[src/hw/rtl/space_layer_hold_shift_remapper_assert.svh]
// assertion macros used by the remapper back part
// depends on clk_i and rst_ni in the including module
`ifndef SPACE_LAYER_HOLD_SHIFT_REMAPPER_ASSERT_SVH
`define SPACE_LAYER_HOLD_SHIFT_REMAPPER_ASSERT_SVH

// same-cycle implication
`define SLHSR_ASSERT_IMPL(lbl, ante, cons, msg) \
  lbl: assert property (@(posedge clk_i) disable iff (!rst_ni) (ante) |-> (cons)) \
    else $error(msg);

// next-cycle implication
`define SLHSR_ASSERT_NEXT(lbl, ante, cons, msg) \
  lbl: assert property (@(posedge clk_i) disable iff (!rst_ni) (ante) |=> (cons)) \
    else $error(msg);

`endif

[src/hw/rtl/slhsr_pkg.sv]
// types, constants and codes of the layer/hold-shift remapper
// no dependencies
`timescale 1ns / 1ps
`default_nettype none

package slhsr_pkg;

  // map depth default
  localparam int unsigned MapDepth = 64;

  // command queue between front and back, power of two
  localparam int unsigned QueueDepth = 2;

  // event codes
  localparam logic [15:0] EvtKey   = 16'd1;
  localparam logic [15:0] EvtMisc  = 16'd4;
  localparam logic [15:0] MiscScan = 16'd4;

  // configuration register indexes
  localparam logic [1:0] RegHoldMs    = 2'd0;
  localparam logic [1:0] RegTableSize = 2'd1;
  localparam logic [1:0] RegShiftCode = 2'd2;
  localparam logic [1:0] RegLayerCode = 2'd3;

  // configuration reset values
  localparam logic [15:0] HoldMsRst    = 16'd200;
  localparam logic [6:0]  TableSizeRst = 7'd0;
  localparam logic [15:0] ShiftCodeRst = 16'd42;
  localparam logic [15:0] LayerCodeRst = 16'd57;

  // hold time arithmetic: ms per second, usec to ms by reciprocal
  localparam int unsigned MsPerSec = 1000;
  localparam logic [20:0] DivK     = 21'd1073742;  // ceil(2^30 / 1000)
  localparam int unsigned DivShift = 30;
  localparam int unsigned UqW      = 11;

  typedef struct packed {
    logic [15:0] hold_ms;
    logic [6:0]  table_size;
    logic [15:0] shift_code;
    logic [15:0] layer_code;
  } cfg_t;

  typedef struct packed {
    logic               mode;
    logic [15:0]        ev_type;
    logic [15:0]        ev_code;
    logic signed [31:0] ev_value;
    logic [31:0]        time_sec;
    logic [19:0]        time_usec;
    logic [5:0]         entry_index;
    logic [15:0]        entry_alt_key;
    logic               entry_has_alt;
    logic               entry_alt_capital;
    logic               entry_alt_shift;
    logic               entry_capital;
  } in_item_t;

  typedef struct packed {
    logic [15:0]        out_type;
    logic [15:0]        out_code;
    logic signed [31:0] out_value;
    logic [31:0]        out_sec;
    logic [19:0]        out_usec;
    logic               out_last;
  } out_item_t;

  // item class decided by the front
  typedef enum logic [1:0] {
    KindLoad  = 2'd0,
    KindPass  = 2'd1,
    KindLayer = 2'd2,
    KindKey   = 2'd3
  } kind_e;

  typedef struct packed {
    kind_e    kind;
    logic     val_down;
    logic     val_up;
    in_item_t item;
  } cmd_t;

  typedef struct packed {
    logic [15:0] base_key;
    logic [15:0] alt_key;
    logic        has_alt;
    logic        alt_capital;
    logic        alt_shift;
  } map_entry_t;

  typedef struct packed {
    logic [31:0] sec;
    logic [19:0] usec;
  } press_t;

endpackage

`default_nettype wire

[src/hw/rtl/slhsr_queue.sv]
// short command queue that decouples the front from the back
// depends on slhsr_pkg
`timescale 1ns / 1ps
`default_nettype none

module slhsr_queue (
  input  wire logic            clk_i,
  input  wire logic            rst_ni,
  input  wire logic            push_valid_i,
  output      logic            push_ready_o,
  input  wire slhsr_pkg::cmd_t push_data_i,
  output      logic            pop_valid_o,
  input  wire logic            pop_ready_i,
  output      slhsr_pkg::cmd_t pop_data_o
);
  import slhsr_pkg::*;

  localparam int unsigned PtrW = (QueueDepth > 1) ? $clog2(QueueDepth) : 1;
  localparam int unsigned CntW = $clog2(QueueDepth + 1);

  cmd_t            slot_q [QueueDepth];
  logic [PtrW-1:0] wptr_q, rptr_q;
  logic [CntW-1:0] cnt_q;
  logic            push, pop;

  assign push_ready_o = (cnt_q != CntW'(QueueDepth));
  assign pop_valid_o  = (cnt_q != '0);
  assign push         = push_valid_i && push_ready_o;
  assign pop          = pop_valid_o && pop_ready_i;
  assign pop_data_o   = slot_q[rptr_q];

  // pointers and fill count
  always_ff @(posedge clk_i or negedge rst_ni) begin
    if (!rst_ni) begin
      wptr_q <= '0;
      rptr_q <= '0;
      cnt_q  <= '0;
    end else begin
      if (push) begin
        wptr_q <= wptr_q + PtrW'(1);
      end
      if (pop) begin
        rptr_q <= rptr_q + PtrW'(1);
      end
      if (push && !pop) begin
        cnt_q <= cnt_q + CntW'(1);
      end else if (pop && !push) begin
        cnt_q <= cnt_q - CntW'(1);
      end
    end
  end

  // storage
  always_ff @(posedge clk_i) begin
    if (push) begin
      slot_q[wptr_q] <= push_data_i;
    end
  end

endmodule

`default_nettype wire

[config.mk]
export PLATFORM = sky130hd
export DESIGN_NAME = slhsr_queue
export DESIGN_NICKNAME = d
export VERILOG_FILES = /design/src/hw/rtl/space_layer_hold_shift_remapper_assert.svh /design/src/hw/rtl/slhsr_pkg.sv /design/src/hw/rtl/slhsr_queue.sv
export SDC_FILE = /design/constraint.sdc
export NUM_CORES = 1
export LEC_CHECK = 0
export ABC_AREA = 0
export BUFFER_PORTS_ARGS = -buffer_cell sky130_fd_sc_hd__buf_2
export CAP_MARGIN = 10
export CORE_ASPECT_RATIO = 1.5
export CORE_MARGIN = 2
export CORE_UTILIZATION = 55
export CTS_CLUSTER_DIAMETER = 60
export CTS_CLUSTER_SIZE = 24
export DETAILED_ROUTE_END_ITERATION = 10
export HOLD_SLACK_MARGIN = 0.08
export PLACE_DENSITY = 0.87
export SYNTH_ARGS = -nofsm -noshare
export SYNTH_HDL_FRONTEND = slang
export SYNTH_SLANG_ARGS = --single-unit
[constraint.sdc]
create_clock -name clk_i -period 16.55 [get_ports clk_i]
set_clock_uncertainty 0.1 [all_clocks]
set_input_delay 1.655 -clock clk_i [delete_from_list [all_inputs] [get_ports clk_i]]
set_output_delay 1.655 -clock clk_i [all_outputs]
set_load 0.1 [all_outputs]
# After elaboration in Yosys (flattened, before gate mapping)
# Memory sizes are Yosys's and may differ from the RTL's.
# Cells that the tools add are included.
# W data, S select, Z words.
# word_totals
memories,1
mem_bits_ro,0
reg_bits,4
latchBits,0
mem_bits_rw,294
wordCells,21
# mem_list
memory,depth,word_bits,read_ports,rd_clocked_by_memory_dff,wr,line,source
slot_q,2,147,1,0,1,slhsr_queue.sv:21,cmd_t slot_q [QueueDepth];
# op_classes
n_reduce_logical,8
shift,0
eq_ne,1
order_cmp,0
div,0
add_sub_neg,4
n_mul,0
muxes,4
n_bitwise,0
# op_table
op,n
$logic_and A1 B1 Y1,4
$mux W2,2
$reduce_bool A2 Y1,2
$add A1 B1 Y1 const B,2
$add A2 B1 Y2 const B,1
$logic_not A1 Y1,2
$mux W1,2
$ne A2 B2 Y1 const B,1
$sub A2 B1 Y2 const B,1

# Logic depth before layout (Yosys ltp)
# depth
ltp_word,6
depth_mapped,7
mapped_depth_nobuf,7

# Worst setup path after synthesis
# No wires, ideal clock.
# synth_timing
kind,input-to-reg
from,in push_valid_i
to,mem slot_q[0][0] in the netlist's numbering (enable)
setup_slack_ns,7.889
arrival_time_ns,7.905
required_time_ns,15.794
path_stages,2
n_path_buf,0
cell_sequence,nand2_1 -> nor2_1
# synth_between
elab_chain_len,3
# synth_lines
element,line,source
from (decl),slhsr_queue.sv:9,"input wire logic push_valid_i,"
$logic_and A1 B1 Y1,slhsr_queue.sv:28,assign push = push_valid_i && push_ready_o;
$mux W1,slhsr_queue.sv:55,if (push) begin
$mux W1 (implied by the code),slhsr_queue.sv:56,slot_q[wptr_q] <= push_data_i;
to (decl),slhsr_queue.sv:21,
# No other way between the ends.

==> summary.txt <==
status = finished, final reports clean
number of global-route vias before repair = 5711
clock buffer depth = 3
# H-tree levels = 1
layout cell share with drive strength beyond 1 = 60.5%
post-CTS sizing = 0
syn_area_per_cell = 22.8 µm²
Post-DRT Antenna Nets = 0
HP Class = flop to flop
#FFs+latches synth = 298
sequential area share after synthesis = 82.4%
Final setup viols = 0
global-route wire length before repair = 30100 µm
clk slew on worst S/H paths = 0.08 ns
most common cell after layout, fill and taps aside = buf_2
CP startpoint = rptr_q
Die H = 176 µm
Fmax = 0.199 GHz
final WL = 20700 µm
final slew viol count = 0
total gr overflow = 0
critical path fanouts, max = 77
Required @ worst endpoint = 14.79 ns
postcts setup bufs = 0
Startpoint Class = flop
CTS sink count = 298
Total GRT Usage = 18.9%
fin nets = 932
crit path DAT = 3.27 ns
Hold Startpoint = cnt_q[1]
leading cell types in the layout, fill and taps excluded = buf_2, edfxtp_1, mux2_2, clkbuf_16, buf_4
Routability Congestion = 0.807
largest net degree at the start of global routing = 79
Netlist cell types = 15
Ports = 300
Tmin final = 5.03 ns
1st-pass router iterations = 5
Slew headroom = 28.5%
Core Region = 19200 µm²
Root Buffer = clkbuf_16
fin crit share = 30.4%
Max Cap Viol = 0
initial antenna violation count = 10
Synthesized Nets = 627
crit path kind = flop to primary output
Least-Margin Pin Slew = 1.07 ns
Clk Latency, worst-skew pair = 0.48 ns
Syn Inst Count = 475
area grow syn2layout = 20.1%
drt drc = 0
DP Wirelength = 14000 µm
row count = 62
initial core utilization = 56.3%
CTS tree = built
Horiz. Die Dim = 119 µm
Port Buf Inserts = 299
CP endpoint kind = primary output
Via-to-Cell Ratio = 5.21
Final Hold Viols = 0
WL/cell = 19.7 µm
initial DRC count = 354
Hold Buf Count CTS = 0
Die ar. = 20900 µm²
FF-to-FF Start = cnt_q[0]
vias = 5471
setup TNS = 0 ns
Num CTS Buffers = 16
RSZ-0062 raised after global routing = no
mapped cell area = 10800 µm²
Synth Warn # = 0
area by class of cell:
class / count / area, µm²
Antenna cell: 12 / 30.0
Clock buffer: 18 / 429
Clock inverter: 2 / 17.5
Fill cell: 1313 / 6220
Inverter: 1 / 3.75
Multi-Input combinational cell: 160 / 1760
Sequential cell: 298 / 8930
Tap cell: 256 / 320
Timing Repair Buffer: 303 / 1530
flip-flops by register name, summed over array words and instances (netlist names):
register and flops:
wptr_q 1, slot_q 294, cnt_q 2, rptr_q 1
critical path: stages, from the launching register on:
cell	delay, ns
dfrtp_4	1.08
buf_4	0.90
mux2_2	0.33
buf_2	0.43
cell families (layout without fill, tap and decap cells):
kind of cell  count (synthesis)  count (layout)  share of synthesized area [%]
buf+inv                      17             324                           1.51
fa+ha+maj                     1               1                          0.115
xor+xnor                      5               5                          0.404
simple gates                  7               7                          0.312
other cells                   0              12                              0
flops                       298             298                           82.4
mux                         147             147                           15.3
stage by stage:
step                      util (%)  setup WS (ns)  cell area (µm²)  hold slack (ns)  std cells
final                         67.7          11.52            13000            0.412       1050
after global routing          67.6          11.33            13000            0.415       1047
after floorplan                  -           7.89            10800            0.356        475
after detailed placement      65.2          11.99            12500            0.385       1018
after global placement        65.2          12.01            12500            0.382       1018
after CTS                     67.5          11.46            13000            0.405       1038
worst paths after layout:
path / end / slack (ns) / depth (start not counted)
setup / recovery: pop_data_o[137] / 11.52 / 3
hold / removal: cnt_q[1] / 0.41 / 1
setup reg to reg: slot_q[1][110] / 13.59 / 3
hold reg to reg: cnt_q[1] / 0.41 / 1
max in group asynchronous: rptr_q / 15.36 / 1
min in group asynchronous: wptr_q / 0.86 / 1
synth_stat cells, drive strengths merged:
| library cell | instances | area share, % |
|---|---|---|
| nand2b | 1 | 0.058 |
| xor2 | 2 | 0.16 |
| or2 | 1 | 0.058 |
| nand2 | 2 | 0.069 |
| xnor2 | 3 | 0.24 |
| inv | 1 | 0.035 |
| dfrtp | 4 | 0.92 |
| ha | 1 | 0.12 |
| buf | 16 | 1.5 |
| and3 | 1 | 0.058 |
| edfxtp | 294 | 81 |
| nor2 | 2 | 0.069 |
| mux2 | 147 | 15 |
metal layers:
metal	track usage, %	vias to the layer above	share of wire, %
met3	4.32	49	6.3
met4	9.38	0	3.8
met5	0	-	0
met2	35.4	220	57
li1	-	2496	-
met1	19.7	2706	33
Power is not shown: default switching activity piles up to over one toggle a cycle in this logic, so the estimate is an artifact.
