--- config.mk ---
export PLATFORM = sky130hd
export DESIGN_NAME = slhsr_front_flat
export DESIGN_NICKNAME = d
export VERILOG_FILES = /design/src/hw/rtl/space_layer_hold_shift_remapper_assert.svh /design/src/hw/rtl/slhsr_pkg.sv /design/src/hw/rtl/slhsr_if.sv /design/src/hw/rtl/slhsr_front.sv /design/src/flat_wrapper.sv
export SDC_FILE = /design/constraint.sdc
export NUM_CORES = 1
export LEC_CHECK = 0
export BUFFER_PORTS_ARGS = -buffer_cell sky130_fd_sc_hd__buf_2
export CAP_MARGIN = 20
export CORE_AREA = 2 2 121 123
export DETAILED_ROUTE_END_ITERATION = 8
export DIE_AREA = 0 0 123 125
export PLACE_DENSITY = 0.64
export SYNTH_ARGS = -nofsm -noshare
export SYNTH_HDL_FRONTEND = slang
export SYNTH_SLANG_ARGS = --single-unit
--- constraint.sdc ---
create_clock -name clk_i -period 5.97 [get_ports clk_i]
set_input_delay 1.194 -clock clk_i [delete_from_list [all_inputs] [get_ports clk_i]]
set_output_delay 1.194 -clock clk_i [all_outputs]
set_load 0.02 [all_outputs]
--- src/hw/rtl/space_layer_hold_shift_remapper_assert.svh ---
// assertion macros used by the remapper back part
// depends on clk_i and rst_ni in the including module
`ifndef SPACE_LAYER_HOLD_SHIFT_REMAPPER_ASSERT_SVH
`define SPACE_LAYER_HOLD_SHIFT_REMAPPER_ASSERT_SVH

// same-cycle implication
`define SLHSR_ASSERT_IMPL(lbl, ante, cons, msg) \
  lbl: assert property (@(posedge clk_i) disable iff (!rst_ni) (ante) |-> (cons)) \
    else $error(msg);

// next-cycle implication
`define SLHSR_ASSERT_NEXT(lbl, ante, cons, msg) \
  lbl: assert property (@(posedge clk_i) disable iff (!rst_ni) (ante) |=> (cons)) \
    else $error(msg);

`endif

--- src/hw/rtl/slhsr_pkg.sv ---
// types, constants and codes of the layer/hold-shift remapper
// no dependencies
`timescale 1ns / 1ps
`default_nettype none

package slhsr_pkg;

  // map depth default
  localparam int unsigned MapDepth = 64;

  // command queue between front and back, power of two
  localparam int unsigned QueueDepth = 2;

  // event codes
  localparam logic [15:0] EvtKey   = 16'd1;
  localparam logic [15:0] EvtMisc  = 16'd4;
  localparam logic [15:0] MiscScan = 16'd4;

  // configuration register indexes
  localparam logic [1:0] RegHoldMs    = 2'd0;
  localparam logic [1:0] RegTableSize = 2'd1;
  localparam logic [1:0] RegShiftCode = 2'd2;
  localparam logic [1:0] RegLayerCode = 2'd3;

  // configuration reset values
  localparam logic [15:0] HoldMsRst    = 16'd200;
  localparam logic [6:0]  TableSizeRst = 7'd0;
  localparam logic [15:0] ShiftCodeRst = 16'd42;
  localparam logic [15:0] LayerCodeRst = 16'd57;

  // hold time arithmetic: ms per second, usec to ms by reciprocal
  localparam int unsigned MsPerSec = 1000;
  localparam logic [20:0] DivK     = 21'd1073742;  // ceil(2^30 / 1000)
  localparam int unsigned DivShift = 30;
  localparam int unsigned UqW      = 11;

  typedef struct packed {
    logic [15:0] hold_ms;
    logic [6:0]  table_size;
    logic [15:0] shift_code;
    logic [15:0] layer_code;
  } cfg_t;

  typedef struct packed {
    logic               mode;
    logic [15:0]        ev_type;
    logic [15:0]        ev_code;
    logic signed [31:0] ev_value;
    logic [31:0]        time_sec;
    logic [19:0]        time_usec;
    logic [5:0]         entry_index;
    logic [15:0]        entry_alt_key;
    logic               entry_has_alt;
    logic               entry_alt_capital;
    logic               entry_alt_shift;
    logic               entry_capital;
  } in_item_t;

  typedef struct packed {
    logic [15:0]        out_type;
    logic [15:0]        out_code;
    logic signed [31:0] out_value;
    logic [31:0]        out_sec;
    logic [19:0]        out_usec;
    logic               out_last;
  } out_item_t;

  // item class decided by the front
  typedef enum logic [1:0] {
    KindLoad  = 2'd0,
    KindPass  = 2'd1,
    KindLayer = 2'd2,
    KindKey   = 2'd3
  } kind_e;

  typedef struct packed {
    kind_e    kind;
    logic     val_down;
    logic     val_up;
    in_item_t item;
  } cmd_t;

  typedef struct packed {
    logic [15:0] base_key;
    logic [15:0] alt_key;
    logic        has_alt;
    logic        alt_capital;
    logic        alt_shift;
  } map_entry_t;

  typedef struct packed {
    logic [31:0] sec;
    logic [19:0] usec;
  } press_t;

endpackage

`default_nettype wire

--- src/hw/rtl/slhsr_if.sv ---
// valid/ready stream interfaces for input items and result items
// depends on slhsr_pkg
`timescale 1ns / 1ps
`default_nettype none

interface slhsr_in_if;
  logic                valid;
  logic                ready;
  slhsr_pkg::in_item_t data;

  modport source (output valid, output data, input ready);
  modport sink   (input valid, input data, output ready);
endinterface


`default_nettype wire

--- src/hw/rtl/slhsr_front.sv ---
// front stage: takes input items, drops scan events, classifies the rest
// depends on slhsr_pkg and slhsr_if
`timescale 1ns / 1ps
`default_nettype none

module slhsr_front (
  input  wire logic              clk_i,
  input  wire logic              rst_ni,
  input  wire logic [15:0]       layer_code_i,
  slhsr_in_if.sink               in_i,
  output      logic              push_valid_o,
  input  wire logic              push_ready_i,
  output      slhsr_pkg::cmd_t   push_data_o
);
  import slhsr_pkg::*;

  logic vld_q, vld_d;
  cmd_t cmd_q, cmd_d;
  logic in_xfer;
  logic is_scan;

  assign in_i.ready = !vld_q || push_ready_i;
  assign in_xfer    = in_i.valid && in_i.ready;

  // classify the incoming item
  always_comb begin
    is_scan       = !in_i.data.mode && (in_i.data.ev_type == EvtMisc) &&
                    (in_i.data.ev_code == MiscScan);
    cmd_d.item     = in_i.data;
    cmd_d.val_down = (in_i.data.ev_value == 32'sd1);
    cmd_d.val_up   = (in_i.data.ev_value == 32'sd0);
    priority if (in_i.data.mode) begin
      cmd_d.kind = KindLoad;
    end else if (in_i.data.ev_type != EvtKey) begin
      cmd_d.kind = KindPass;
    end else if (in_i.data.ev_code == layer_code_i) begin
      cmd_d.kind = KindLayer;
    end else begin
      cmd_d.kind = KindKey;
    end
  end

  // stage occupancy
  always_comb begin
    vld_d = vld_q;
    if (in_xfer) begin
      vld_d = !is_scan;
    end else if (push_ready_i) begin
      vld_d = 1'b0;
    end
  end

  always_ff @(posedge clk_i or negedge rst_ni) begin
    if (!rst_ni) begin
      vld_q <= 1'b0;
    end else begin
      vld_q <= vld_d;
    end
  end

  always_ff @(posedge clk_i) begin
    if (in_xfer) begin
      cmd_q <= cmd_d;
    end
  end

  assign push_valid_o = vld_q;
  assign push_data_o  = cmd_q;

endmodule

`default_nettype wire

--- src/flat_wrapper.sv ---
// flat-port wrapper written by rule: the top's interface ports become plain ports
module slhsr_front_flat import slhsr_pkg::*;
  (clk_i, rst_ni, layer_code_i, push_valid_o, push_ready_i, push_data_o, in_i_valid, in_i_data, in_i_ready);
  slhsr_in_if in_i_i ();
  input  wire logic clk_i;
  input  wire logic rst_ni;
  input  wire logic [15:0] layer_code_i;
  output      logic push_valid_o;
  input  wire logic push_ready_i;
  output      slhsr_pkg::cmd_t push_data_o;
  input wire logic [$bits(in_i_i.valid)-1:0] in_i_valid;
  input wire logic [$bits(in_i_i.data)-1:0] in_i_data;
  output wire logic [$bits(in_i_i.ready)-1:0] in_i_ready;
  assign in_i_i.valid = in_i_valid;
  assign in_i_i.data = in_i_data;
  assign in_i_ready = in_i_i.ready;
  slhsr_front u_core (.clk_i(clk_i), .rst_ni(rst_ni), .layer_code_i(layer_code_i), .in_i(in_i_i), .push_valid_o(push_valid_o), .push_ready_i(push_ready_i), .push_data_o(push_data_o));
endmodule
-- After elaboration in Yosys (flattened, before gate mapping)
Cells that the tools add are included.
Widths: inputs -> output; s select.
- bits in latches: 0
- input port bits: 163
- memory bits (read-only): 0
- word-level logic and storage cells: 36
- bits in writable memories: 0
- output and inout port bits: 149
- flip-flop bits (word level): 148
- memories kept: 0
- muxes and demuxes: 4
- multipliers: 0
- add/subtract/negate cells: 0
- reductions and logical operators: 10
- bitwise gates (word level): 0
- shift operators: 0
- divide/modulo/power cells: 0
- eq/ne operators: 5
- $lt $le $gt $ge: 0
- operators by type and width (kind ; count):
    $eq 16x3->1 const B ; 2
    $eq 32x2->1 const B ; 1
    $logic_not 32->1 ; 1
    $eq 16x16->1 ; 1
    $ne 16x1->1 const B ; 1
    $mux 1 ; 4
    $logic_and 1x1->1 ; 3
    $logic_not 1->1 ; 3
    $reduce_bool 2->1 ; 1
    $reduce_or 2->1 ; 1
    $logic_or 1x1->1 ; 1

-- Logic depth before layout (Yosys ltp)
- depth after elaboration: 5
- gate-level depth with buffers: 4
- gate-level depth less buffers: 4

-- Worst setup path before layout
OpenSTA, ideal clock, no wires.
- kind: in2reg
- from: input push_ready_i
- to: register u_core.cmd_q (netlist bit u_core.push_data_o[0]), enable pin
- arrival: 4.861 ns
- library setup time: 0.524 ns
- stages on the path: 2
- slack: 0.585 ns
- required time: 5.446 ns
- buffers on the path: 0
- cell sequence: nand2b_1 -> and2_1
- word-level cells in the longest chain between the ends: 2
- ends and longest elaborated chain (item ; RTL line ; RTL):
    start, declared ; flat_wrapper.sv:9 ; input wire logic push_ready_i;
    $logic_or 1x1->1 ; slhsr_front.sv:22 ; assign in_i.ready = !vld_q || push_ready_i;
    $logic_and 1x1->1 ; slhsr_front.sv:23 ; assign in_xfer = in_i.valid && in_i.ready;
    net u_core.in_xfer ; slhsr_front.sv:19 ; logic in_xfer;
    end signal, assigned ; slhsr_front.sv:63 ; cmd_q <= cmd_d;
    end, declared ; slhsr_front.sv:18 ; cmd_t cmd_q, cmd_d;
The timed path passes the listed nets, and every way through them passes these cells.
A chain may end at the register's enable or synchronous reset.

-- Worst setup path after layout
- from: input push_ready_i
- to: output in_i_ready
- word-level cells in the longest chain between the ends: 1
- ends and longest elaborated chain (item ; RTL line ; RTL):
    $logic_or 1x1->1 ; slhsr_front.sv:22 ;
    end, declared ; flat_wrapper.sv:13 ; output wire logic [$bits(in_i_i.ready)-1:0] in_i_ready;
Every way passes these cells.

==> out/qor.yml <==
irDropWorstVdd_mv: 0.1465
drt-initial-drc-count: 175
die-height_um: 125
cp-start-kind: "primary input"
antenna_found_initial: 0
fin_hold_ws_ns: 0.5357
numClockSinks: 148
htree_levels: 4
port_buffers: 311
hp-class: "reg -> reg"
ios: 312
postSynthAreaPerCell_um2: 24.01
arrival_ns: 1.62
cts-root-buf: "clkbuf_16"
dp_slack_ns: 2.926
tightest_slew_ns: 0.9554
grt_pass1_vias: 3152
synth_top_area_cell: "edfxtp_1"
areaGrowthSynthToFinish_pct: 50.71
vias: 3179
ys_seq_area_share_pct: 91.99
power_mw: 2.590
synthesis.area_mm2: 0.004826
start_util_pct: 33.98
final_nets: 695
critPathCaptureType: "output pin"
gp_congestion: 0.7825
placed_area_mm2: 0.006635
drt-pass1-iter-count: 6
syn-instance-count: 201
synth_top_area_share_pct: 91.47
synth_cell_types: 18
post_cts_buffers: 0
fmaxAchievable_mhz: 355.4
path_class: "in -> out"
ctsResizeCount: 0
antenna_cells: 0
layout-drive-gt1-share_pct: 63.49
postLayoutSetupSlackWorst_ns: 3.156
coreArea_mm2: 0.01420
worstPathRequired_ns: 4.78
drc_errors: 0
finalInstanceArea_mm2: 0.007273
grt_max_degree: 77
cts_buffer_depth: 2
overflow: 0
finalSetupTns_ns: 0
setup_viol: 0
via_per_inst: 4.361
clk_pin_slew_ns: 0.06
final.min_clock_period_ns: 2.814
hold_viol_final: 0
relSlewSlack_pct: 36.31
synth_seq_cells: 148
tritoncts: "built"
leakage_nw: 3.025
numCtsBuffers: 17
num_rows: 44
drv_cap: 0
holdBufCountCts: 0
die_x_um: 123
dieArea_mm2: 0.01538
synth.area.top_cells: "edfxtp_1 (91%), xnor2_1 (2.7%), nor4_1 (1.4%), nand4_1 (0.78%), nor4_2 (0.78%)"
status: "complete, no violations"
syn_nets: 364
grt_use_total_pct: 15.23
ant_nets: 0
slew_violations: 0
wl_mm: 12.03
grt_pass1_wl_mm: 17.10
yosysWarnings: 0
p_per_area_mw_per_mm2: 356.1
wl_per_cell_um: 16.50
reg2reg_setup_slack_ns: 3.84
fin_worst_skew_ns: 0.008735
clk_latency_ns: 0.41
fin_crit_sh_pct: 47.13
rsz0062_at_grt: "false"
cp_max_fo: 3
==> cell usage in the layout, fill, tap and decap left out, types with 2 or more instances in the layout <==
cell type | netlist | routed
clkinv_1 | 0 | 2
clkbuf_16 | 0 | 17
nor4_1 | 11 | 11
nand3_1 | 2 | 2
clkinvlp_4 | 0 | 2
nand4_1 | 6 | 6
clkinv_4 | 0 | 2
xnor2_1 | 15 | 15
clkinv_2 | 0 | 2
nor3_1 | 5 | 5
nor4_2 | 3 | 3
bufinv_16 | 0 | 5
edfxtp_1 | 147 | 147
buf_2 | 0 | 311
nand2b_1 | 2 | 2
==> sequential cells by signal, indices dropped and copies added (netlist names) <==
name                 cells
u_core.push_data_o     147
u_core.push_valid_o      1
==> cell families (layout without fill, tap and decap cells) <==
kind of cell,Yosys count,in the layout,share of synthesized area (%)
flops,148,148,91.99
compound gates,2,2,0.4407
xor+xnor,16,16,2.904
simple gates,34,34,4.589
buf+inv,1,345,0.07771
==> layout make-up <==
class | count | area [um^2]
fill | 1226 | 6930
sequential | 148 | 4439
timing repair buffer | 312 | 1577
clock buffer | 18 | 429.2
multi-input combinational | 52 | 385.4
tap | 184 | 230.2
clock inverter | 14 | 209.0
inverter | 1 | 3.754
==> Yosys cell counts <==
master,instances
a21oi_1,1
and2_1,1
dfrtp_1,1
edfxtp_1,147
inv_1,1
nand2_1,1
nand2b_1,2
nand3_1,2
nand3b_1,1
nand4_1,6
nor2_1,1
nor3_1,5
nor4_1,11
nor4_2,3
nor4b_1,1
o41ai_2,1
xnor2_1,15
xor2_1,1
==> routing by layer <==
layer,vias to the layer above,wire [um],GRT usage [%]
met3,16,1153,5.292
met4,0,220,7.086
met2,191,6172,25.61
met1,1483,4480,17.28
li1,1489,-,-
met5,-,0,0
==> worst max-delay path: stages <==
cell and delay, ns:
buf_2 0.09, nand2b_1 0.16, buf_2 0.17
==> power by group <==
| part | switching [mW] | total (mW) | internal, mW |
|---|---|---|---|
| clock network | 0.392 | 1.13 | 0.739 |
| logic | 0.148 | 0.233 | 0.0844 |
| registers | 0.0136 | 1.23 | 1.21 |
| total | 0.554 | 2.59 | 2.04 |
==> path summary, 6_finish.rpt <==
| check | depth (start not counted) | start | end |
|---|---|---|---|
| setup / recovery | 3 | push_ready_i | in_i_ready |
| hold / removal | 2 | u_core.push_valid_o | u_core.push_valid_o |
| setup reg to reg | 3 | u_core.push_valid_o | u_core.push_data_o[136] |
| hold reg to reg | 2 | u_core.push_valid_o | u_core.push_valid_o |
| max in group asynchronous | 1 | rst_ni | u_core.push_valid_o |
| min in group asynchronous | 1 | rst_ni | u_core.push_valid_o |
==> per-stage QoR <==
stage	instances	utilization, %
6_report	729	51.21
5_1_grt	729	51.21
4_1_cts	729	51.21
3_5_place_dp	697	46.71
3_3_place_gp	697	46.71
2_1_floorplan	201	-
No activity file was read; power rests on OpenSTA's default activity.
